File: config.mk
export PLATFORM = sky130hd
export DESIGN_NAME = ips_fifo
export DESIGN_NICKNAME = d
export VERILOG_FILES = /design/src/hdl/ips_fifo.sv
export SDC_FILE = /design/constraint.sdc
export NUM_CORES = 1
export LEC_CHECK = 0
export ABC_CLOCK_PERIOD_IN_PS = 2100
export BUFFER_PORTS_ARGS = -buffer_cell sky130_fd_sc_hd__buf_2
export CORE_ASPECT_RATIO = 0.8
export CORE_UTILIZATION = 50
export DETAILED_ROUTE_END_ITERATION = 7
export PLACE_DENSITY = 0.78
export SKIP_CTS_REPAIR_TIMING = 1
export SYNTH_ARGS = -nofsm -noshare
export SYNTH_HDL_FRONTEND = slang
export SYNTH_SLANG_ARGS = --single-unit
File: constraint.sdc
create_clock -name aclk -period 2.1 [get_ports aclk]
set_clock_uncertainty 0.05 [all_clocks]
set_input_delay 0.21 -clock aclk [delete_from_list [all_inputs] [get_ports aclk]]
set_output_delay 0.21 -clock aclk [all_outputs]
set_load 0.005 [all_outputs]
File: src/hdl/ips_fifo.sv
// short queue of frame summaries between front and back end
`default_nettype none
module ips_fifo #(
    parameter int WIDTH = 53,
    parameter int DEPTH = 4
) (
    input  wire logic                       aclk,
    input  wire logic                       aresetn,
    input  wire logic                       push,
    input  wire logic [WIDTH-1:0]           push_data,
    input  wire logic                       pop,
    output logic                            head_valid,
    output logic [WIDTH-1:0]                head_data,
    output logic [$clog2(DEPTH+1)-1:0]      level
);
    localparam int PW = $clog2(DEPTH);
    localparam int LW = $clog2(DEPTH+1);

    logic [WIDTH-1:0] ent_reg [DEPTH];
    logic [PW-1:0]    wr_reg, rd_reg;
    logic [LW-1:0]    cnt_reg;

    // entry storage
    always_ff @(posedge aclk) begin
        if (push) begin
            ent_reg[wr_reg] <= push_data;
        end
    end

    // pointers and fill level
    always_ff @(posedge aclk) begin
        if (!aresetn) begin
            wr_reg  <= '0;
            rd_reg  <= '0;
            cnt_reg <= '0;
        end else begin
            if (push) wr_reg <= (wr_reg == PW'(DEPTH-1)) ? '0 : wr_reg + 1'b1;
            if (pop)  rd_reg <= (rd_reg == PW'(DEPTH-1)) ? '0 : rd_reg + 1'b1;
            case ({push, pop})
                2'b10:   cnt_reg <= cnt_reg + 1'b1;
                2'b01:   cnt_reg <= cnt_reg - 1'b1;
                default: cnt_reg <= cnt_reg;
            endcase
        end
    end

    assign head_valid = cnt_reg != '0;
    assign head_data  = ent_reg[rd_reg];
    assign level      = cnt_reg;

    a_no_overrun: assert property (@(posedge aclk) disable iff (!aresetn)
        push |-> (cnt_reg < LW'(DEPTH)) || pop)
        else $error("frame summary pushed into a full queue");

endmodule
`default_nettype wire

# After elaboration in Yosys (flattened, before gate mapping)
# Memory sizes are Yosys's and may differ from the RTL's. A register that Yosys moved wholly into a read port is not among the register bits.
# Cells that the tools add are included.
# op_classes
n_eq_ne	4
reduce_logical	2
n_addsub	4
mux	7
# ops
operator	count
$mux W2	4
$eq A2 B2 Y1 const B	3
$pmux W3 S2	1
$add A2 B1 Y2 const B	2
$add A3 B1 Y3 const B	1
$reduce_bool A3 Y1	1
$sub A3 B1 Y3 const B	1
$eq A2 B1 Y1 const B	1
$mux W1	2
$reduce_bool A2 Y1	1
# word_totals
mem_bits_rw	212
word_cells	21
input_bits	57
output_inout_bits	57
regBits	7
mem_count	1
# mem_list
memory	depth	width	read_ports	rd_ports_with_merged_regs	write_ports	line	source
ent_reg	4	53	1	1	1	19	logic [WIDTH-1:0] ent_reg [DEPTH];

# Logic depth before layout (Yosys ltp)
# depth
word_depth	4
depth_mapped	6
mapped_depth_nobuf	6

# Least setup slack after synthesis
# No wires, ideal clock.
# synth_path
path_type	reg2reg
startpoint	reg wr_reg[0]
endpoint	mem ent_reg[3][0], enable pin
arrival_time_ns	1.810
n_path_buf	0
synth_period_minus_slack_ns	2.276
required_time_ns	1.634
stages_incl_launch_ff	3
slack_ns	-0.176
cell_sequence	dfxtp_1 -> ha_1 -> and2_1
# synth_lines
item	line	source
start, declared	20	logic [PW-1:0] wr_reg, rd_reg;
start signal, assigned	37	if (push) wr_reg <= (wr_reg == PW'(DEPTH-1)) ? '0 : wr_reg + 1'b1;
end, declared	19	
# No word-level cell before the write port.

==> impl_metrics.env <==
export IMPL_postSynthAreaPerCell_um2=25.6
export IMPL_vdd_ir_drop_worst_uv=719
export IMPL_crit_path_max_incr_delay_ns=0.53
export IMPL_hold_path_class="primary input to flop"
export IMPL_globalplace_congestion=0.704
export IMPL_period_minus_slack_ns=2.14
export IMPL_cp_cell_sequence="buf_6 > clkbuf_16 > mux4_2 > buf_2"
export IMPL_finish_cell_count_without_fillers=760
export IMPL_route_detailed_vias_per_inst=5.25
export IMPL_clock_tree_from_tritoncts="built"
export IMPL_worst_skew_pair_later_pin_latency_ns=0.49
export IMPL_finalHoldViolations=0
export IMPL_routed_wirelength_mm=15.7
export IMPL_detailedPlace_worstSlack_ns=0.309
export IMPL_fp_dieW_um=145
export IMPL_global_route_overflow_total=0
export IMPL_grt_antenna_before_repair=0
export IMPL_top_level_ports=114
export IMPL_cts_made_buffers=22
export IMPL_dp_hpwl_mm=8.66
export IMPL_reg2reg_slack_ns=0.51
export IMPL_finalMaxSlewViolations=0
export IMPL_max_clock_buf_depth=3
export IMPL_fin_worst_setup_slack_ns=-0.0422
export IMPL_root_buffer="sky130_fd_sc_hd__clkbuf_16"
export IMPL_layout_filler_cells=1008
export IMPL_dieHeight_um=116
export IMPL_timing_worst_slew_pin_value_ns=0.459
export IMPL_failing_checks="setup timing"
export IMPL_setup_worst_path_end_class="primary output"
export IMPL_global_route_wire_length_before_repair_mm=21.1
export IMPL_layout_area_seq_um2=6550
export IMPL_post_synth_inst_count=319
export IMPL_yosysWarnings=0
export IMPL_via_count_of_the_first_global_routing_pass=3793
export IMPL_netlist_cell_type_count=21
export IMPL_timing_setup_critical_path_class="flop to primary output"
export IMPL_detailroute_via_count=3988
export IMPL_rsz0062_at_grt="true"
export IMPL_fraction_of_final_layout_cells_with_drive_strength_greater_than_1_pct=43.5
export IMPL_dieArea_um2=16800
export IMPL_initial_utilization_pct=51.5
export IMPL_largest_net_degree_at_the_start_of_global_routing=39
export IMPL_number_of_enable_type_register_cells_in_the_synthesized_netlist=212
export IMPL_ant_nets=0
export IMPL_leakage_nw=3.73
export IMPL_crit_slowest_cell="sky130_fd_sc_hd__mux4_2"
export IMPL_antennaDiodeCount=0
export IMPL_worst_r2r_cell_count=3
export IMPL_htree_num_levels=1
export IMPL_number_of_flip_flops_under_the_largest_register_name=212
export IMPL_place_area_um2=9040
export IMPL_synth_nets=383
export IMPL_path_clk_slew_ns=0.06
export IMPL_postSynth_topFlopCell="sky130_fd_sc_hd__edfxtp_1"
export IMPL_bufs_and_invs_on_worst_path=3
export IMPL_dpl_cell_count=648
export IMPL_dr_pass1_iters=5
export IMPL_total_clock_sinks=221
export IMPL_finish_net_count=593
export IMPL_drc_errors=0
export IMPL_fin_area_um2=10700
export IMPL_detail_route_wl_per_cell_um=20.7
export IMPL_start_kind="flop"
export IMPL_post_layout_total_power_mw=10.3
export IMPL_timing_fmax_mhz=467
export IMPL_worst_r2r_startpoint="wr_reg[0]$_SDFFE_PN0P_"
export IMPL_hp_start="push"
export IMPL_synthesis_area_um2=8160
export IMPL_status="finished, violations left"
export IMPL_synth_seq_area_share_pct=80.2
export IMPL_pwr_density_cell_nw_per_um2=967
export IMPL_hold_path_cell_count=3
export IMPL_timing_max_cap_violations=0
export IMPL_buffer_ports_inserted=113
export IMPL_async_set_reset_flop_share_out_of_synthesis_pct=0
export IMPL_whs_endpoint="wr_reg[1]$_SDFFE_PN0P_"
export IMPL_crit_fanout=5
export IMPL_synth_seq_cells=221
export IMPL_worstPathRequired_ns=1.84
export IMPL_critPathTopFamily="multiplexers"
export IMPL_multiInputGateArea_um2=1460
export IMPL_r2r_end="ent_reg[3][27]$_DFFE_PP_"
export IMPL_std_cell_rows=41
export IMPL_groute_usage_overall_pct=17.3
export IMPL_initialDrtViolationCount=226
export IMPL_max_slew_margin_pct=69.4
export IMPL_placeableCoreArea_um2=15900
export IMPL_timing_final_setup_violations=19
export IMPL_crit_path_dat_ns=1.88
export IMPL_area_growth_pct=30.6
export IMPL_final_period_utilization_pct=102
-- cell families (layout without fill, tap and decap cells) --
| family | count (synthesis) | in the layout | synth area share (%) |
|---|---|---|---|
| xor+xnor | 2 | 2 | 0.215 |
| buf+inv | 15 | 241 | 1.86 |
| simple gates | 14 | 14 | 1.10 |
| fa+ha+maj | 7 | 7 | 1.17 |
| flops | 221 | 221 | 80.2 |
| mux | 56 | 56 | 15.1 |
| compound gates | 4 | 4 | 0.307 |
-- final cells by class --
cell class                 count  area share [%]
clock buffer                  30            5.93
inverter                       3           0.106
clock inverter                10            1.67
sequential                   221            61.5
multi-input combinational     83            13.7
timing repair buffer         198            14.6
tap                          215            2.52
-- Yosys cell counts (2+ instances only) --
library cell	n	area [um^2]
sky130_fd_sc_hd__and2_1	5	31.3
sky130_fd_sc_hd__buf_12	5	100
sky130_fd_sc_hd__buf_2	5	25.0
sky130_fd_sc_hd__dfxtp_1	9	180
sky130_fd_sc_hd__edfxtp_1	212	6370
sky130_fd_sc_hd__ha_1	6	75.1
sky130_fd_sc_hd__inv_1	3	11.3
sky130_fd_sc_hd__mux2i_1	3	30.0
sky130_fd_sc_hd__mux4_1	3	78.8
sky130_fd_sc_hd__mux4_2	50	1130
sky130_fd_sc_hd__nor2b_1	5	31.3
sky130_fd_sc_hd__nor3b_1	2	15.0
sky130_fd_sc_hd__or3_1	2	12.5
sky130_fd_sc_hd__xnor2_1	2	17.5
-- per-layer routing --
metal / routed length, um / part of all wire [%] / GRT usage [%]
met5: 0 / 0 / 0
met4: 386 / 2.5 / 4.49
met3: 812 / 5.2 / 4.22
met2: 7650 / 49 / 28.1
met1: 6850 / 44 / 23.8
-- placed cells by master, fill, tap and decap left out, drive strengths merged --
master	instances
dlygate4sd3	54
clkbuf	34
a21boi	1
dfxtp	9
o21ai	1
mux2i	3
ha	6
and2	5
clkinvlp	2
a21oi	1
or3	2
mux4	53
nor3b	2
edfxtp	212
nor2b	5
bufinv	5
inv	3
buf	140
xnor2	2
o21a	1
fa	1
clkinv	3
-- worst max-delay path by stage --
stage	endpoint	cells past startpoint	from
global placement	level[2]$_SDFFE_PN0P_	7	push
floorplan	ent_reg[3][0]$_DFFE_PP_	2	wr_reg[0]$_SDFFE_PN0P_
detailed placement	level[2]$_SDFFE_PN0P_	7	push
global route	head_data[7]	4	flop
CTS	head_data[43]	3	flop
finish	head_data[7]	4	flop
-- worst reg2reg max path, cell delays in order, from the launching register on --
cell,delay (ns)
sky130_fd_sc_hd__dfxtp_1,0.41
sky130_fd_sc_hd__ha_1,0.20
sky130_fd_sc_hd__and2_2,0.15
sky130_fd_sc_hd__buf_4,0.39
-- metrics by stage --
step                      util, %  TNS (ns)  hold WS, ns
after floorplan                 -         0        0.259
after global placement       57.0         0        0.370
after detailed placement     57.0         0        0.381
after CTS                    62.1     -3.94       -0.136
after global routing         67.2     -2.25       0.0671
final                        67.2    -0.389       0.0132
-- power by group --
part | leakage [nW] | total, mW | internal [mW] | switching [mW]
Sequential | 2.02 | 5.08 | 5.02 | 0.0548
Combinational | 1.32 | 0.948 | 0.529 | 0.418
Clock | 0.388 | 4.28 | 2.72 | 1.56
Note: power is estimated with default switching activity, not from simulation.
