File: config.mk
export PLATFORM = sky130hd
export DESIGN_NAME = ips_log2
export DESIGN_NICKNAME = d
export VERILOG_FILES = /design/src/hdl/ips_pkg.sv /design/src/hdl/ips_log2.sv
export SDC_FILE = /design/constraint.sdc
export NUM_CORES = 2
export LEC_CHECK = 0
export BUFFER_PORTS_ARGS = -buffer_cell sky130_fd_sc_hd__clkbuf_2
export CAP_MARGIN = 25
export CORE_MARGIN = 4
export CORE_UTILIZATION = 40
export CTS_CLUSTER_SIZE = 25
export DETAILED_ROUTE_END_ITERATION = 10
export SYNTH_ARGS = -nofsm -noshare
export SYNTH_HDL_FRONTEND = slang
export SYNTH_SLANG_ARGS = --single-unit
File: constraint.sdc
create_clock -name aclk -period 15.42 [get_ports aclk]
set_input_delay 3.855 -clock aclk [delete_from_list [all_inputs] [get_ports aclk]]
set_output_delay 3.855 -clock aclk [all_outputs]
set_load 0.005 [all_outputs]
File: src/hdl/ips_pkg.sv
// shared types and constants of the inter-frame psnr noise score block
`default_nettype none
package ips_pkg;

    localparam int PIX_W    = 8;
    localparam int RGB_W    = 3 * PIX_W;
    localparam int ACC_W    = 34;
    localparam int Q8_W     = 15;
    localparam int PIXOUT_W = 17;

    // log2 unit: operand width, exponent and fraction widths, mantissa in q30
    localparam int LOG_W    = 48;
    localparam int LOG_E_W  = 6;
    localparam int LOG_FRAC = 20;
    localparam int LOG_Q_W  = LOG_E_W + LOG_FRAC;
    localparam int MANT_W   = 31;

    // 3 * 255 * 255 peak energy per pixel
    localparam logic [17:0]        PEAK_X3         = 18'd195075;
    // 10*log10(2) in q24
    localparam logic [25:0]        TEN_LOG10_2_Q24 = 26'd50504453;
    // 99.9 * 256 * 10
    localparam logic [17:0]        SCORE_GAIN      = 18'd255744;
    localparam logic [Q8_W-1:0]    SCORE_FULL      = 15'd25600;
    localparam logic [Q8_W-1:0]    MIN_RESET       = 15'd6400;
    localparam logic [Q8_W-1:0]    MAX_RESET       = 15'd11520;
    localparam logic [Q8_W-1:0]    PSNR_SAT        = 15'h7FFF;
    localparam logic [ACC_W-1:0]   ACC_LIMIT       = {ACC_W{1'b1}};

    typedef enum logic {
        REG_MIN_CLAMP = 1'b0,
        REG_MAX_CLAMP = 1'b1
    } cfg_index_t;

    typedef struct packed {
        logic             start;
        logic [LOG_W-1:0] operand;
    } log_req_t;

    typedef struct packed {
        logic               done;
        logic [LOG_Q_W-1:0] value;
    } log_rsp_t;

endpackage
`default_nettype wire

File: src/hdl/ips_log2.sv
// iterative log2 in q20: leading-one search then repeated squaring
`default_nettype none
module ips_log2 (
    input  wire logic              aclk,
    input  wire logic              aresetn,
    input  wire ips_pkg::log_req_t req,
    output ips_pkg::log_rsp_t      rsp
);
    import ips_pkg::*;

    typedef enum logic [1:0] {L_IDLE, L_NORM, L_FRAC} lstate_t;

    lstate_t             state_reg;
    logic [LOG_W-1:0]    x_reg;
    logic [LOG_E_W-1:0]  e_reg;
    logic [MANT_W-1:0]   m_reg;
    logic [LOG_FRAC-1:0] frac_reg;
    logic [4:0]          it_reg;
    log_rsp_t            rsp_reg;

    logic [2*MANT_W-1:0] sq;
    logic [MANT_W:0]     t;

    // one squaring step, mantissa back to q30
    always_comb begin
        sq = m_reg * m_reg;
        t  = sq[2*MANT_W-1:MANT_W-1];
    end

    always_ff @(posedge aclk) begin
        if (!aresetn) begin
            state_reg    <= L_IDLE;
            rsp_reg.done <= 1'b0;
        end else begin
            rsp_reg.done <= (state_reg == L_FRAC) && (it_reg == 5'(LOG_FRAC-1));
            case (state_reg)
                L_IDLE: begin
                    if (req.start) begin
                        x_reg     <= (req.operand == '0) ? LOG_W'(1) : req.operand;
                        e_reg     <= LOG_E_W'(LOG_W-1);
                        state_reg <= L_NORM;
                    end
                end
                L_NORM: begin
                    if (x_reg[LOG_W-1]) begin
                        m_reg     <= x_reg[LOG_W-1 -: MANT_W];
                        frac_reg  <= '0;
                        it_reg    <= '0;
                        state_reg <= L_FRAC;
                    end else begin
                        x_reg <= x_reg << 1;
                        e_reg <= e_reg - 1'b1;
                    end
                end
                L_FRAC: begin
                    frac_reg <= {frac_reg[LOG_FRAC-2:0], t[MANT_W]};
                    m_reg    <= t[MANT_W] ? t[MANT_W:1] : t[MANT_W-1:0];
                    it_reg   <= it_reg + 1'b1;
                    if (it_reg == 5'(LOG_FRAC-1)) begin
                        rsp_reg.value <= {e_reg, frac_reg[LOG_FRAC-2:0], t[MANT_W]};
                        state_reg     <= L_IDLE;
                    end
                end
                default: state_reg <= L_IDLE;
            endcase
        end
    end

    assign rsp = rsp_reg;

endmodule
`default_nettype wire

======== After elaboration in Yosys (flattened, before gate mapping) ========
Index checks and enable logic that the tools add are counted.
cells by class
  div/mod/pow operators ................... 0
  reductions and logical operators ........ 10
  add/sub/neg operators ................... 2
  magnitude comparators ................... 0
  $mul .................................... 1
  shift-type cells ........................ 0
  equal/unequal tests ..................... 7
  mux-type cells .......................... 18
  bitwise gates (word level) .............. 0
operators by type and width
  kind                 number
  $mux 48              3
  $pmux 48 s2          1
  $mul 31x31->62       1
  $mux 31              2
  $pmux 31 s2          1
  $logic_not 48->1     1
  $pmux 19 s2          1
  $mux 19              1
  $mux 6               2
  $pmux 6 s2           1
  $reduce_and 3->1     4
  $pmux 5 s2           1
  $mux 2               3
  $ne 2x2->1 const B   3
  $pmux 2 s3           1
  $sub 6x1->6 const B  1
  $add 5x1->5 const B  1
  $eq 5x5->1 const B   1
  $mux 5               1
  $reduce_and 4->1     1
  $reduce_bool 2->1    2
  $eq 2x1->1 const B   1
  $eq 2x2->1 const B   1
  $logic_not 2->1      1
  other kinds (2)      2
storage, ports and cells
  bits in read-only memories .............. 0
  register bits after elaboration ......... 138
  RAM bits ................................ 0
  bits in latches ......................... 0
  memories kept ........................... 0

======== Depth between registers and ports, before layout ========
  word-level depth ........................ 4
  gate-level depth with buffers ........... 33

======== Worst setup path before layout ========
OpenSTA, ideal clock, no wires.
  path kind ............................... in2reg
  from .................................... input port req[48] in the netlist's numbering
  to ...................................... register e_reg[0] (enable)
  setup time .............................. 545 ps
  slack ................................... 6799 ps
  stages on the path ...................... 3
  arrival time ............................ 8076 ps
  path buffers ............................ 0
  cells stage by stage .................... nor2_1 nor3b_1 a21boi_0
on the way
  longest elaborated chain between the ends .. 2
ends and longest elaborated chain
  item                        line            text
  from (decl)                 ips_log2.sv:6   input wire ips_pkg::log_req_t req,
  $ne 2x2->1 (no line)        --
  $reduce_and 4->1 (no line)  --
  to (signal assigned)        ips_log2.sv:40  e_reg <= LOG_E_W'(LOG_W-1);
  to (signal assigned)        ips_log2.sv:52  e_reg <= e_reg - 1'b1;
  to (decl)                   ips_log2.sv:15  logic [LOG_E_W-1:0] e_reg;
No other way between the ends.
A chain may end at the register's enable or synchronous reset.

======== Final worst setup path ========
  from .................................... register m_reg[11]
  to ...................................... register m_reg[13], data pin
on the way
  longest elaborated chain between the ends .. 3
ends and longest elaborated chain
  item                    line            text
  from (decl)             ips_log2.sv:16  logic [MANT_W-1:0] m_reg;
  from (signal assigned)  ips_log2.sv:46  m_reg <= x_reg[LOG_W-1 -: MANT_W];
  from (signal assigned)  ips_log2.sv:57  m_reg <= t[MANT_W] ? t[MANT_W:1] : t[MANT_W-1:0];
  $mul 31x31->62          ips_log2.sv:26  sq = m_reg * m_reg;
  $mux 31                 ips_log2.sv:57
  $pmux 31 s2             ips_log2.sv:36  case (state_reg)
No other way between the ends.

==> metrics.txt <==
# TYPE chip_impl_metric gauge
chip_impl_info{name="run_status",value="finished clean"} 1
chip_impl_info{name="criticalPathCategory",value="register to register"} 1
chip_impl_metric{name="first_pass_grt_wire_length",unit="µm"} 134000
chip_impl_metric{name="place.port_buffers",unit=""} 77
chip_impl_metric{name="place.detailed.hpwl",unit="µm"} 65700
chip_impl_metric{name="nets_finish",unit=""} 4482
chip_impl_metric{name="layout_worst_path_cycle_share",unit=""} 0.592
chip_impl_info{name="worst_min_delay_path_endpoint",value="rsp[19]"} 1
chip_impl_metric{name="clock-skew-final",unit="ps"} 12.4
chip_impl_metric{name="number_of_warnings_reported_in_the_yosys_synthesis_log",unit=""} 0
chip_impl_info{name="dominant_cells_by_area_after_synthesis",value="sky130_fd_sc_hd__fa_1 45%, sky130_fd_sc_hd__edfxtp_1 12%, sky130_fd_sc_hd__inv_1 10%"} 1
chip_impl_metric{name="drt_first_pass_iters",unit=""} 6
chip_impl_metric{name="drtAntennaViolNets",unit=""} 0
chip_impl_metric{name="clock_edge_transition_at_the_registers_on_the_reported_setup_and_hold_paths",unit="ps"} 70
chip_impl_metric{name="num_vias",unit=""} 22300
chip_impl_info{name="clock_tree_from_tritoncts",value="done"} 1
chip_impl_info{name="synth_largest_area_cell",value="sky130_fd_sc_hd__fa_1"} 1
chip_impl_metric{name="grt_max_degree",unit=""} 56
chip_impl_info{name="ctsRootBufferMaster",value="sky130_fd_sc_hd__clkbuf_16"} 1
chip_impl_metric{name="post_drt_wl_per_cell",unit="µm"} 18.3
chip_impl_metric{name="first_global_vias",unit=""} 24600
chip_impl_info{name="hold_class",value="register to register"} 1
chip_impl_metric{name="regToRegSetupSlack",unit="ps"} 6290
chip_impl_metric{name="largest_register_ff_count",unit=""} 48
chip_impl_metric{name="cp_data_arrival_time",unit="ps"} 9250
chip_impl_info{name="worstHoldStart",value="frac_reg[18]"} 1
chip_impl_info{name="layout_common_cells",value="916 x sky130_fd_sc_hd__inv_1, 747 x sky130_fd_sc_hd__fa_1, 428 x sky130_fd_sc_hd__nand2_1, 272 x sky130_fd_sc_hd__ha_1, 208 x sky130_fd_sc_hd__and2_1"} 1
chip_impl_metric{name="cts-buffers-inserted",unit=""} 17
chip_impl_metric{name="fmaxAchievable",unit="MHz"} 109
chip_impl_metric{name="rr_worst_depth",unit=""} 22
chip_impl_metric{name="clock_sink_count",unit=""} 138
chip_impl_info{name="r2r_end",value="m_reg[13]"} 1
chip_impl_info{name="reg2reg_from",value="m_reg[11]"} 1
chip_impl_metric{name="postSynthAreaPerCell",unit="µm²"} 9.69
chip_impl_metric{name="worst-endpoint-required",unit="ps"} 15540
chip_impl_metric{name="num_io_pins",unit=""} 78
chip_impl_metric{name="drt_drc_violations_left",unit=""} 0
chip_impl_metric{name="drv_cap",unit=""} 0
chip_impl_metric{name="drt_wl_total",unit="µm"} 82400
chip_impl_metric{name="row_count",unit=""} 105
chip_impl_metric{name="synthesis.area",unit="µm²"} 33000
chip_impl_metric{name="grt.overflow.total",unit=""} 0
chip_impl_metric{name="initial_core_util",unit=""} 0.402
chip_impl_metric{name="timing.final.hold_violations",unit=""} 0
chip_impl_info{name="final_common_cell",value="sky130_fd_sc_hd__inv_1"} 1
chip_impl_metric{name="globalplace.congestion",unit=""} 0.861
chip_impl_metric{name="fp.coreArea",unit="µm²"} 82000
chip_impl_metric{name="final_period_minus_worst_setup_slack",unit="ps"} 9130
chip_impl_metric{name="track_usage",unit=""} 0.198
chip_impl_info{name="yosys_most_used_dff",value="sky130_fd_sc_hd__edfxtp_1"} 1
chip_impl_metric{name="area.growth.synth_to_final",unit="%"} 6.39
chip_impl_metric{name="max_slew_margin",unit=""} 0.286
chip_impl_metric{name="crit_path_max_fanout",unit=""} 20
chip_impl_metric{name="cts-resized-gates",unit=""} 0
chip_impl_metric{name="fraction_of_synthesis_flops_using_an_asynchronous_set_or_reset_pin",unit=""} 0
chip_impl_metric{name="maxSlewViolCount",unit=""} 0
chip_impl_metric{name="ctsHoldBuffers",unit=""} 0
chip_impl_metric{name="yosysSeqAreaShare",unit=""} 0.125
chip_impl_metric{name="synth.lib_cells_used.distinct",unit=""} 67
chip_impl_metric{name="setup_total_negative_slack",unit="ps"} 0
chip_impl_info{name="crit_path_start_kind",value="register"} 1
chip_impl_metric{name="clk_path_buf_depth",unit=""} 2
chip_impl_metric{name="die-height",unit="µm"} 295
chip_impl_metric{name="setup-violations-final",unit=""} 0
chip_impl_metric{name="timing_worst_slew_pin_value",unit="ps"} 1060
chip_impl_metric{name="worst_hold_path.num_cells",unit=""} 0
chip_impl_info{name="unrepaired_setup_endpoints_after_global_routing",value="false"} 1
chip_impl_info{name="element_type_at_the_critical_path_end",value="register"} 1
chip_impl_metric{name="drt_iter0_drc",unit=""} 1463
chip_impl_metric{name="post-cts-setup-buffers",unit=""} 0
chip_impl_metric{name="synth_top_cell_area_share",unit=""} 0.453
chip_impl_metric{name="worst_skew_pair.late_latency",unit="ps"} 430
chip_impl_metric{name="cts_max_level",unit=""} 4
chip_impl_metric{name="synth_nets",unit=""} 4476
chip_impl_metric{name="antenna_found_initial",unit=""} 3
chip_impl_metric{name="post_synth_inst_count",unit=""} 3406
chip_impl_metric{name="synth.ff_latch_count",unit=""} 138
chip_impl_metric{name="synth_enable_flop_cells",unit=""} 135
chip_impl_metric{name="drive_gt1_frac",unit=""} 0.0528
chip_impl_metric{name="post_drt_via_cell_ratio",unit=""} 4.95
chip_impl_metric{name="area_of_the_die",unit="µm²"} 87100
chip_impl_metric{name="die_width",unit="µm"} 295
-- through the flow --
stage,instance area (µm²),std cells,util,hold WS (ps),worst slack (ps)
2_1_floorplan,33000,3406,-,400,6800
3_3_place_gp,34500,4463,0.421,403,6480
3_5_place_dp,34500,4463,0.421,406,6430
4_1_cts,35100,4495,0.428,420,6410
5_1_grt,35100,4495,0.428,434,5880
6_report,35100,4496,0.428,418,6290
-- cell type report --
cell class | count | area, µm²
diodes | 1 | 2.50
clock buffers | 18 | 429
clock inverters | 14 | 139
fillers | 8094 | 46900
inverters | 920 | 3460
multi-input cells | 2220 | 24900
flip-flops and latches | 138 | 4110
well taps | 1070 | 1340
repair buffers | 115 | 671
-- cell usage after synthesis, types with 5 or more instances --
library cell / number
sky130_fd_sc_hd__nand4_1: 23
sky130_fd_sc_hd__and3_1: 11
sky130_fd_sc_hd__a31o_2: 5
sky130_fd_sc_hd__nor2b_1: 9
sky130_fd_sc_hd__a211oi_1: 8
sky130_fd_sc_hd__o221ai_1: 5
sky130_fd_sc_hd__and2_1: 208
sky130_fd_sc_hd__fa_1: 747
sky130_fd_sc_hd__nor4_1: 13
sky130_fd_sc_hd__a22oi_1: 12
sky130_fd_sc_hd__edfxtp_1: 135
sky130_fd_sc_hd__a21boi_0: 5
sky130_fd_sc_hd__xor2_1: 25
sky130_fd_sc_hd__o21ai_0: 43
sky130_fd_sc_hd__nand2b_1: 6
sky130_fd_sc_hd__o21ai_1: 5
sky130_fd_sc_hd__a21oi_1: 85
sky130_fd_sc_hd__o21a_1: 7
sky130_fd_sc_hd__clkbuf_1: 116
sky130_fd_sc_hd__or2_2: 6
sky130_fd_sc_hd__a221o_1: 6
sky130_fd_sc_hd__xnor2_1: 39
sky130_fd_sc_hd__inv_1: 916
sky130_fd_sc_hd__nor2_1: 80
sky130_fd_sc_hd__nand3_1: 12
sky130_fd_sc_hd__o211ai_1: 8
sky130_fd_sc_hd__a31oi_1: 9
sky130_fd_sc_hd__ha_1: 272
sky130_fd_sc_hd__a21o_1: 22
sky130_fd_sc_hd__nand2_1: 428
sky130_fd_sc_hd__o21bai_1: 12
sky130_fd_sc_hd__buf_2: 5
sky130_fd_sc_hd__nor3_1: 17
sky130_fd_sc_hd__nand3b_1: 47
-- layer usage --
| metal | up-vias | share of wire | global-route usage | routed length (µm) |
|---|---|---|---|---|
| li1 | 10200 | - | - | - |
| met1 | 11400 | 0.43 | 0.273 | 35400 |
| met2 | 562 | 0.49 | 0.334 | 40100 |
| met3 | 87 | 0.060 | 0.0311 | 4960 |
| met4 | 2 | 0.022 | 0.0417 | 1810 |
| met5 | - | 0.000097 | 0 | 8 |
-- worst max-delay path by stage --
stage          startpoint         to  slack [ps]  depth (start not counted)
6_report        m_reg[11]  m_reg[13]        6290                         22
5_1_grt         m_reg[11]  m_reg[13]        5880                         22
4_1_cts         m_reg[11]  m_reg[13]        6410                         22
3_5_place_dp    m_reg[11]  m_reg[13]        6430                         22
3_3_place_gp    m_reg[11]  m_reg[13]        6480                         28
2_1_floorplan     req[48]   e_reg[0]        6800                          3
-- cell families after synthesis --
group / share of synthesized area
xor+xnor: 0.0178
simple gates: 0.128
fa+ha+maj: 0.556
mux: 0.00190
compound gates: 0.0507
buf+inv: 0.120
flops: 0.125
-- critical path: stages, from the launching register on --
cell and delay (ps):
sky130_fd_sc_hd__edfxtp_1 870, sky130_fd_sc_hd__buf_4 410, sky130_fd_sc_hd__and2_1 210, sky130_fd_sc_hd__inv_1 60, sky130_fd_sc_hd__fa_1 480, sky130_fd_sc_hd__fa_1 550, sky130_fd_sc_hd__inv_1 50, sky130_fd_sc_hd__fa_1 490
sky130_fd_sc_hd__fa_1 460, sky130_fd_sc_hd__fa_1 550, sky130_fd_sc_hd__fa_1 430, sky130_fd_sc_hd__fa_1 510, sky130_fd_sc_hd__fa_1 420, sky130_fd_sc_hd__ha_1 470, sky130_fd_sc_hd__a21o_1 280, sky130_fd_sc_hd__a21o_1 180
sky130_fd_sc_hd__a211o_1 280, sky130_fd_sc_hd__a31oi_1 410, sky130_fd_sc_hd__o21ai_2 180, sky130_fd_sc_hd__xnor2_4 270, sky130_fd_sc_hd__inv_2 410, sky130_fd_sc_hd__nand2_4 150, sky130_fd_sc_hd__o21ai_0 680
Power is left out: the tool's default activity adds up to more than one toggle a clock period on the data nets, which glitch-free logic cannot reach.
