--- config.mk ---
export PLATFORM = sky130hd
export DESIGN_NAME = ips_back
export DESIGN_NICKNAME = d
export VERILOG_FILES = /design/src/hdl/ips_pkg.sv /design/src/hdl/ips_back.sv
export SDC_FILE = /design/constraint.sdc
export NUM_CORES = 2
export LEC_CHECK = 0
export BUFFER_PORTS_ARGS = -buffer_cell sky130_fd_sc_hd__clkbuf_2
export CORE_MARGIN = 1
export CORE_UTILIZATION = 46
export CTS_BUF_LIST = sky130_fd_sc_hd__clkbuf_8
export DETAILED_ROUTE_END_ITERATION = 8
export HOLD_SLACK_MARGIN = 0.12
export MAX_ROUTING_LAYER = met4
export PLACE_DENSITY = 0.69
export SYNTH_ARGS = -nofsm -noshare
export SYNTH_HDL_FRONTEND = slang
export SYNTH_SLANG_ARGS = --single-unit
--- constraint.sdc ---
create_clock -name aclk -period 14.21 [get_ports aclk]
set_input_delay 1.421 -clock aclk [delete_from_list [all_inputs] [get_ports aclk]]
set_output_delay 1.421 -clock aclk [all_outputs]
set_load 0.02 [all_outputs]
--- src/hdl/ips_pkg.sv ---
// shared types and constants of the inter-frame psnr noise score block
`default_nettype none
package ips_pkg;

    localparam int PIX_W    = 8;
    localparam int RGB_W    = 3 * PIX_W;
    localparam int ACC_W    = 34;
    localparam int Q8_W     = 15;
    localparam int PIXOUT_W = 17;

    // log2 unit: operand width, exponent and fraction widths, mantissa in q30
    localparam int LOG_W    = 48;
    localparam int LOG_E_W  = 6;
    localparam int LOG_FRAC = 20;
    localparam int LOG_Q_W  = LOG_E_W + LOG_FRAC;
    localparam int MANT_W   = 31;

    // 3 * 255 * 255 peak energy per pixel
    localparam logic [17:0]        PEAK_X3         = 18'd195075;
    // 10*log10(2) in q24
    localparam logic [25:0]        TEN_LOG10_2_Q24 = 26'd50504453;
    // 99.9 * 256 * 10
    localparam logic [17:0]        SCORE_GAIN      = 18'd255744;
    localparam logic [Q8_W-1:0]    SCORE_FULL      = 15'd25600;
    localparam logic [Q8_W-1:0]    MIN_RESET       = 15'd6400;
    localparam logic [Q8_W-1:0]    MAX_RESET       = 15'd11520;
    localparam logic [Q8_W-1:0]    PSNR_SAT        = 15'h7FFF;
    localparam logic [ACC_W-1:0]   ACC_LIMIT       = {ACC_W{1'b1}};

    typedef enum logic {
        REG_MIN_CLAMP = 1'b0,
        REG_MAX_CLAMP = 1'b1
    } cfg_index_t;

    typedef struct packed {
        logic             start;
        logic [LOG_W-1:0] operand;
    } log_req_t;

    typedef struct packed {
        logic               done;
        logic [LOG_Q_W-1:0] value;
    } log_rsp_t;

endpackage
`default_nettype wire

--- src/hdl/ips_back.sv ---
// back end: psnr, clamping, score division and result register
`default_nettype none
module ips_back #(
    parameter int CNT_W = 17,
    parameter int ENT_W = 53
) (
    input  wire logic                        aclk,
    input  wire logic                        aresetn,
    input  wire logic                        q_valid,
    input  wire logic [ENT_W-1:0]            q_data,
    output logic                             q_pop,
    input  wire logic [ips_pkg::Q8_W-1:0]    min_clamp,
    input  wire logic [ips_pkg::Q8_W-1:0]    max_clamp,
    output ips_pkg::log_req_t                log_req,
    input  wire ips_pkg::log_rsp_t           log_rsp,
    output logic                             m_valid,
    input  wire logic                        m_ready,
    output logic [ips_pkg::Q8_W-1:0]         m_score,
    output logic [ips_pkg::Q8_W-1:0]         m_psnr,
    output logic [ips_pkg::ACC_W-1:0]        m_sum,
    output logic [ips_pkg::PIXOUT_W-1:0]     m_pixels,
    output logic                             m_compared,
    output logic                             m_overflow
);
    import ips_pkg::*;

    localparam int NUM_W = CNT_W + 18;
    localparam int DVD_W = 35;
    localparam int DVS_W = 20;
    localparam int PRD_W = 2 * LOG_Q_W;

    typedef enum logic [3:0] {
        S_IDLE, S_SEL, S_LOGA, S_WAITA, S_LOGB, S_WAITB, S_DMUL, S_VRND,
        S_CLAMP, S_SPAN, S_DINIT, S_DIV, S_SCORE, S_DONE
    } bstate_t;

    bstate_t            state_reg;
    logic [CNT_W-1:0]   cnt_reg;
    logic [ACC_W-1:0]   acc_reg;
    logic               cmp_reg, ovf_reg;
    logic [NUM_W-1:0]   num_reg;
    logic [LOG_Q_W-1:0] la_reg, lb_reg;
    logic [PRD_W-1:0]   prod_reg;
    logic [Q8_W-1:0]    psnr_reg, score_reg;
    logic [18:0]        span_reg;
    logic [32:0]        a_reg;
    logic [DVD_W-1:0]   dvd_reg;
    logic [DVS_W-1:0]   dvs_reg, rem_reg;
    logic [5:0]         bit_reg;
    log_req_t           req_reg;

    logic               m_valid_reg, m_cmp_reg, m_ovf_reg;
    logic [Q8_W-1:0]    m_score_reg, m_psnr_reg;
    logic [ACC_W-1:0]   m_sum_reg;
    logic [PIXOUT_W-1:0] m_pix_reg;

    logic               load_out;
    logic [LOG_Q_W-1:0] d_diff;
    logic [PRD_W:0]     rnd;
    logic [16:0]        v_q8;
    logic [Q8_W-1:0]    p_lo, p_clamp;
    logic [DVS_W:0]     rem_sh, rem_sub;
    logic               ge;

    always_comb begin
        q_pop    = (state_reg == S_IDLE) && q_valid;
        load_out = (state_reg == S_DONE) && (!m_valid_reg || m_ready);
        d_diff   = (la_reg > lb_reg) ? la_reg - lb_reg : '0;
        rnd      = {1'b0, prod_reg} + ((PRD_W+1)'(1) << 35);
        v_q8     = rnd[PRD_W:36];
        // raise to min first, then lower to max
        p_lo     = (psnr_reg < min_clamp) ? min_clamp : psnr_reg;
        p_clamp  = (p_lo > max_clamp) ? max_clamp : p_lo;
        // restoring division step
        rem_sh   = {rem_reg, dvd_reg[DVD_W-1]};
        rem_sub  = rem_sh - {1'b0, dvs_reg};
        ge       = rem_sh >= {1'b0, dvs_reg};
    end

    always_ff @(posedge aclk) begin
        if (!aresetn) begin
            state_reg     <= S_IDLE;
            req_reg.start <= 1'b0;
            m_valid_reg   <= 1'b0;
        end else begin
            req_reg.start <= (state_reg == S_LOGA) || (state_reg == S_LOGB);
            if (load_out) begin
                m_valid_reg <= 1'b1;
            end else if (m_ready) begin
                m_valid_reg <= 1'b0;
            end
            case (state_reg)
                S_IDLE: begin
                    if (q_valid) begin
                        {cnt_reg, acc_reg, cmp_reg, ovf_reg} <= q_data;
                        state_reg <= S_SEL;
                    end
                end
                S_SEL: begin
                    if (!cmp_reg) begin
                        psnr_reg  <= min_clamp;
                        state_reg <= S_CLAMP;
                    end else if (acc_reg <= ACC_W'(1)) begin
                        psnr_reg  <= max_clamp;
                        state_reg <= S_CLAMP;
                    end else begin
                        num_reg   <= cnt_reg * PEAK_X3;
                        state_reg <= S_LOGA;
                    end
                end
                S_LOGA: begin
                    req_reg.operand <= LOG_W'(num_reg);
                    state_reg       <= S_WAITA;
                end
                S_WAITA: begin
                    if (log_rsp.done) begin
                        la_reg    <= log_rsp.value;
                        state_reg <= S_LOGB;
                    end
                end
                S_LOGB: begin
                    req_reg.operand <= LOG_W'(acc_reg);
                    state_reg       <= S_WAITB;
                end
                S_WAITB: begin
                    if (log_rsp.done) begin
                        lb_reg    <= log_rsp.value;
                        state_reg <= S_DMUL;
                    end
                end
                S_DMUL: begin
                    prod_reg  <= d_diff * TEN_LOG10_2_Q24;
                    state_reg <= S_VRND;
                end
                S_VRND: begin
                    psnr_reg  <= (v_q8 > 17'(PSNR_SAT)) ? PSNR_SAT : v_q8[Q8_W-1:0];
                    state_reg <= S_CLAMP;
                end
                S_CLAMP: begin
                    psnr_reg  <= p_clamp;
                    state_reg <= S_SPAN;
                end
                S_SPAN: begin
                    if (max_clamp <= min_clamp) begin
                        score_reg <= SCORE_FULL;
                        state_reg <= S_DONE;
                    end else begin
                        span_reg  <= {4'd0, max_clamp - min_clamp} * 19'd10;
                        a_reg     <= (psnr_reg - min_clamp) * SCORE_GAIN;
                        state_reg <= S_DINIT;
                    end
                end
                S_DINIT: begin
                    dvd_reg   <= {1'b0, a_reg, 1'b0} + DVD_W'(span_reg);
                    dvs_reg   <= {span_reg, 1'b0};
                    rem_reg   <= '0;
                    bit_reg   <= '0;
                    state_reg <= S_DIV;
                end
                S_DIV: begin
                    rem_reg <= ge ? rem_sub[DVS_W-1:0] : rem_sh[DVS_W-1:0];
                    dvd_reg <= {dvd_reg[DVD_W-2:0], ge};
                    bit_reg <= bit_reg + 1'b1;
                    if (bit_reg == 6'(DVD_W-1)) state_reg <= S_SCORE;
                end
                S_SCORE: begin
                    score_reg <= (dvd_reg >= DVD_W'(SCORE_FULL)) ? '0
                                 : SCORE_FULL - dvd_reg[Q8_W-1:0];
                    state_reg <= S_DONE;
                end
                S_DONE: begin
                    if (load_out) begin
                        m_score_reg <= score_reg;
                        m_psnr_reg  <= psnr_reg;
                        m_sum_reg   <= acc_reg;
                        m_pix_reg   <= PIXOUT_W'(cnt_reg);
                        m_cmp_reg   <= cmp_reg;
                        m_ovf_reg   <= ovf_reg;
                        state_reg   <= S_IDLE;
                    end
                end
                default: state_reg <= S_IDLE;
            endcase
        end
    end

    assign log_req    = req_reg;
    assign m_valid    = m_valid_reg;
    assign m_score    = m_score_reg;
    assign m_psnr     = m_psnr_reg;
    assign m_sum      = m_sum_reg;
    assign m_pixels   = m_pix_reg;
    assign m_compared = m_cmp_reg;
    assign m_overflow = m_ovf_reg;

    a_pop_nonempty: assert property (@(posedge aclk) disable iff (!aresetn)
        q_pop |-> q_valid)
        else $error("summary popped from an empty queue");

    a_div_nonzero: assert property (@(posedge aclk) disable iff (!aresetn)
        (state_reg == S_DIV) |-> (dvs_reg != '0))
        else $error("score division by zero span");

    a_score_range: assert property (@(posedge aclk) disable iff (!aresetn)
        load_out |-> (score_reg <= SCORE_FULL))
        else $error("score above full scale");

endmodule
`default_nettype wire

# After elaboration in Yosys (flattened, before gate mapping)
# Cells that the tools add are included.
# totals
register_bits,481
in_bits,114
output_inout_bits,134
wordCells,119
# classes
n_addsub,8
n_mul,4
n_lt_le_gt_ge,8
n_eq_ne,21
mux,26
n_bitwise,2
n_reduce_logical,24
# ops
op,n
$mux 15,7
$pmux 48 s2,1
$pmux 35 s2,1
$pmux 4 s14,1
$add 52x36->53 const B,1
$mul 26x26->52 const B,1
$pmux 15 s3,1
$pmux 20 s2,1
$add 34x19->35,1
$ge 35x15->1 const B,1
$mul 17x18->35 const B,1
$le 34x1->1 const B,1
$mul 33x10->25 const B,1
$pmux 15 s2,1
$mux 4,7
$gt 26x26->1,1
$mux 26,1
$sub 26x26->26,1
$eq 4x4->1 const B,6
$ge 21x20->1,1
$reduce_and 3->1,7
$mux 20,1
$sub 20x20->20,1
$mul 15x3->18 const B,1
27 further kinds,46

# Logic depth before layout (Yosys ltp)
# logic_depth
depth_word,5
ltp_mapped,39
mapped_depth_nobuf,38

# Worst setup path before layout
# Ideal clock, no wire load.
# synth_timing
kind,register to register
startpoint,reg la_reg[0]
endpoint,"reg prod_reg[44], data pin"
setup_ns,0.258
arrival_time_ns,8.372
required_ns,13.952
slack_ns,5.580
path_stages_with_launch,38
n_path_buf,1
period_less_slack_ns,8.630
path_cell_list,edfxtp_1 inv_1 ha_1 inv_1 fa_1 a21o_1 a21oi_1 o21bai_2 a41oi_2 a221oi_2 nor2_2 o21ai_1 a41o_1 o31a_2 buf_2 and2_1 ha_1 ha_1 [2 not listed] inv_1 fa_1 fa_1 fa_1 inv_1 fa_1 inv_1 ha_1 a21oi_1 a21oi_1 a211oi_1 o211ai_1 o311ai_1 nand2b_1 a311o_1 a21oi_1 o21ba_1 xnor2_1
# synth_between
elab_chain_len,3
elab_cells_between_ends,4
cone_classes,add/sub: 1; mul: 1; order compare: 1; mux: 1
# synth_lines
element,line_no,rtl
start: declaration,ips_back.sv:42,"logic [LOG_Q_W-1:0] la_reg, lb_reg;"
start signal: assignment,ips_back.sv:117,la_reg <= log_rsp.value;
$sub 26x26->26 or $gt 26x26->1 (tied branches),ips_back.sv:68,d_diff = (la_reg > lb_reg) ? la_reg - lb_reg : '0;
$mux 26 (*),ips_back.sv:68,
$mul 26x26->52 (*),ips_back.sv:132,prod_reg <= d_diff * TEN_LOG10_2_Q24;
end signal: assignment,ips_back.sv:132,
end: declaration,ips_back.sv:43,logic [PRD_W-1:0] prod_reg;
# Mark *: on every way between the ends. The rest lies on a longest branch, timed or not.
# A chain may end at the register's enable or synchronous reset.

# Worst setup path after layout
# Ends and elaborated chain as after synthesis.

==> flow_results.org <==
** Worst setup path
- On the critical path the largest part of the delay comes from adder cells.
- Crit path DAT :: roughly 10 ns
- For this run, the slowest stage of the critical path takes 0.55 ns.
- On the critical path, the stage with the largest delay is an instance of fa_1.
- In this run the worst path has a maximum fanout of 28.
- STA puts the critical path data required time at 14.62 ns.
- Worst setup SP type :: register
- Count of buffering cells on the critical path with inverters included :: 6
- The critical path is of the register to register type.
- Kind of capture point of the worst setup path :: register

** Timing
- Pin slew with the least headroom to its limit :: between 1 and 1.5 ns
- Total setup violations reported at the end of the flow :: 0
- Period utilization :: 68.7%
- Skew final :: 0.0472 ns
- The hold violation count in the final report was 0.
- Static timing analysis puts the maximum clock frequency at 0.102 GHz.
- Post-Route Setup TNS :: 0 ns
- RSZ-0062 raised after global routing :: false
- Minimum period implied by the final worst setup slack :: about 9.8 ns
- Pins Over Slew Limit :: 0
- Slew Limit Headroom :: 20.5%

** Yosys
- The mapped netlist covers 37100 um^2.
- The largest total area in the synthesized netlist belongs to edfxtp_1.
- Most used flip-flop cell after synthesis :: edfxtp_1
- A synthesized cell averages around 11 um^2.
- By area the synthesized netlist is led by edfxtp_1 (35%), ha_1 (20%), fa_1 (16%).
- After technology mapping, the gate count stands at 3303.
- Sorting the synthesized cells by how often they occur yields ha_1 (588), inv_1 (538), edfxtp_1 (427), fa_1 (301), nand2_1 (210).
- Async set-or-reset flop fraction in the synthesized netlist :: 0%
- In this run the biggest area consumer among cell types represents between 30 and 40% of the synthesized area.
- Flop and latch count out of synthesis :: 433
- During synthesis, Yosys emitted a total of 0 warnings.
- Sequential cells were found to cover between 30% and 40% of the synthesized design area.
- Among all cell types in the netlist, the one instantiated most often is ha_1.
- The synthesized netlist contains 83 unique library cells.
- In this run, synthesis inferred between 400 and 500 flip-flops with an integrated enable.

** Layout
- The filler cells instantiated in the layout total 7140.
- The register with the most flip-flops in the layout has 36 of them.
- Nets :: between 4000 and 5000
- Area Growth Syn to Fin :: 11.0%
- Ratio of cells with drive above 1 in the final layout :: 12.2%
- Design Area, Final :: 41100 um^2

** Clock tree
- Cell chosen for the clock root :: clkbuf_8
- Hold buffer count at cts :: 0
- The number of setup buffers added after CTS is 0.
- The H-tree was split into 3 levels.
- The later pin in the worst-skew pair is clocked with a latency of between 0.6 and 0.7 ns.
- Largest buffer count on any clock path :: 3
- After clock tree synthesis, the clock-pin slew on the worst setup and hold paths is 0.06 ns.
- TritonCTS clock tree :: built
- CTS sink cnt :: between 400 and 500
- The number of gates resized after CTS was 0.
- Clock tree synthesis inserted a total of 77 buffers.

** Routing
- The first detailed-routing pass took 5 iterations.
- Wirelength, routed :: approximately 87 mm
- In the final routing, the length of wire on met1 measures 38.7 mm.
- The highest layer touched by signal routing is met4.
- Detailed routing inserted a total of 24800 vias.
- Detailed Route Iter0 Violations :: about 1500
- Length of routed met2 wiring :: between 40 and 50 mm
- Avg WL per Cell :: 18.5 um
- In the routed layout, each cell is associated on average with a via count of between 5 and 6.
- DRC errors left :: 0
- ANT nets after route :: 0
- Wire segments on met3 add up to around 3.7 mm in the final route.

** GRT
- Initial antenna violation count :: 7
- Summed over all layers, the global routing overflow is 0.
- Entering global routing, the biggest net connects 70 pins.
- The first global-routing pass estimated 137 mm of wire.
- The number of global-route vias before repair was ~25000.
- In the global route stage, overall resource usage came out at 22.3%.

** Floorplan
- Once the floorplan was initialized, standard cells occupied 46.7% of the core.
- about 250 I/O pins were placed.
- The floorplan step defined a die boundary enclosing a little over 80000 um^2.
- The core region is 79400 um^2.
- Number of core rows :: a little over 100
- The die is around 290 um tall.
- The floorplan step set the die width to 286 um.

** Pwr
- Ratio of total power to cell area :: ~210 nW/um^2
- Maximum resistive drop on vdd :: roughly 0.60 mV
- In this run the static leakage power is about 19 nW.

** Placed design
- After legalization and detailed placement, the total HPWL measured 70.9 mm.
- GPL Wtd Cong :: 0.941
- In this run the cell area measured after placement is 39500 um^2.
- Port Buf Inserts :: between 200 and 250

** Run
- Max-cap violations :: 0

** Hold path
- The path class of the tightest hold or removal check is register to register.

** Outcome
- The flow ran to the end, and the final reports show no timing, DRC or antenna violations.
==> worst paths after layout <==
| check | start | endpoint | slack (ns) | depth (start not counted) |
|---|---|---|---|---|
| hold reg to reg | score_reg[14] | m_score[14] | 0.42 | 0 |
| setup reg to reg | la_reg[0] | prod_reg[44] | 4.45 | 36 |
| setup / recovery | la_reg[0] | prod_reg[44] | 4.45 | 36 |
| hold / removal | score_reg[14] | m_score[14] | 0.42 | 0 |
==> cell usage in the layout, fill, tap and decap left out, drive strengths merged, types with 20 or more instances in the layout <==
| cell | netlist | final |
|---|---|---|
| a21o | 62 | 62 |
| a21oi | 177 | 177 |
| a221oi | 20 | 20 |
| and2 | 23 | 23 |
| and3 | 21 | 21 |
| clkbuf | 38 | 313 |
| clkinv | 0 | 27 |
| edfxtp | 427 | 427 |
| fa | 301 | 301 |
| ha | 588 | 588 |
| inv | 542 | 561 |
| mux2 | 34 | 34 |
| nand2 | 210 | 210 |
| nand3 | 60 | 60 |
| nand4 | 25 | 25 |
| nor2 | 140 | 140 |
| nor2b | 22 | 22 |
| nor3 | 46 | 46 |
| o21ai | 121 | 121 |
| o21bai | 24 | 24 |
| xnor2 | 118 | 118 |
| xor2 | 74 | 74 |
==> metal layers <==
layer  vias up  track usage, %
met1     12100            28.9
met5         -               -
met3       141            2.97
met2       526            36.9
li1      12000               -
met4         0            6.08
==> power breakdown <==
group	total (mW)	internal (mW)	switching (mW)	leakage, nW
combinational	5.48	2.45	3.03	14.4
sequential	1.81	1.78	0.0287	3.94
clock	1.22	0.658	0.565	0.845
total	8.51	4.89	3.63	19.2
==> final cells by class <==
type                       instances  area [um^2]  area share (%)
clock inverter                    60          503            1.22
multi-input combinational       2283        21900            53.3
tap                             1050         1310            3.20
clock buffer                      79         1090            2.64
antenna                            5         12.5          0.0304
inverter                         542         2030            4.95
timing repair buffer             252         1310            3.18
sequential                       433        12900            31.5
==> cell families after synthesis <==
family | count (synthesis) | synth area share [%]
adder cells (fa/ha/maj) | 889 | 36.1
AND/OR/NAND/NOR | 621 | 7.86
buffers and inverters | 599 | 6.22
AO/OA/AOI/OAI | 532 | 9.24
flip-flops | 433 | 34.9
XOR/XNOR | 192 | 4.54
multiplexers | 36 | 1.09
other | 1 | 0.0101
==> worst register-to-register path: cells and delay by family, from the launching register on <==
family | cells | cell delay [ns]
AO/OA/AOI/OAI | 16 | 4.00
XOR/XNOR | 1 | 0.06
adder cells (fa/ha/maj) | 10 | 4.08
AND/OR/NAND/NOR | 3 | 0.66
flip-flops | 1 | 0.35
buffers and inverters | 6 | 0.37
==> through the flow <==
stage	worst slack, ns	total power [mW]	cells	util (%)	hold slack [ns]
floorplan	5.58	6.23	3315	-	0.400
global placement	4.69	7.23	4560	49.8	0.401
detailed placement	4.48	7.32	4560	49.8	0.412
CTS	4.45	8.58	4699	51.8	0.422
global route	3.90	9.35	4703	51.8	0.430
finish	4.45	8.51	4704	51.8	0.417
(Power assumes the default switching activity.)
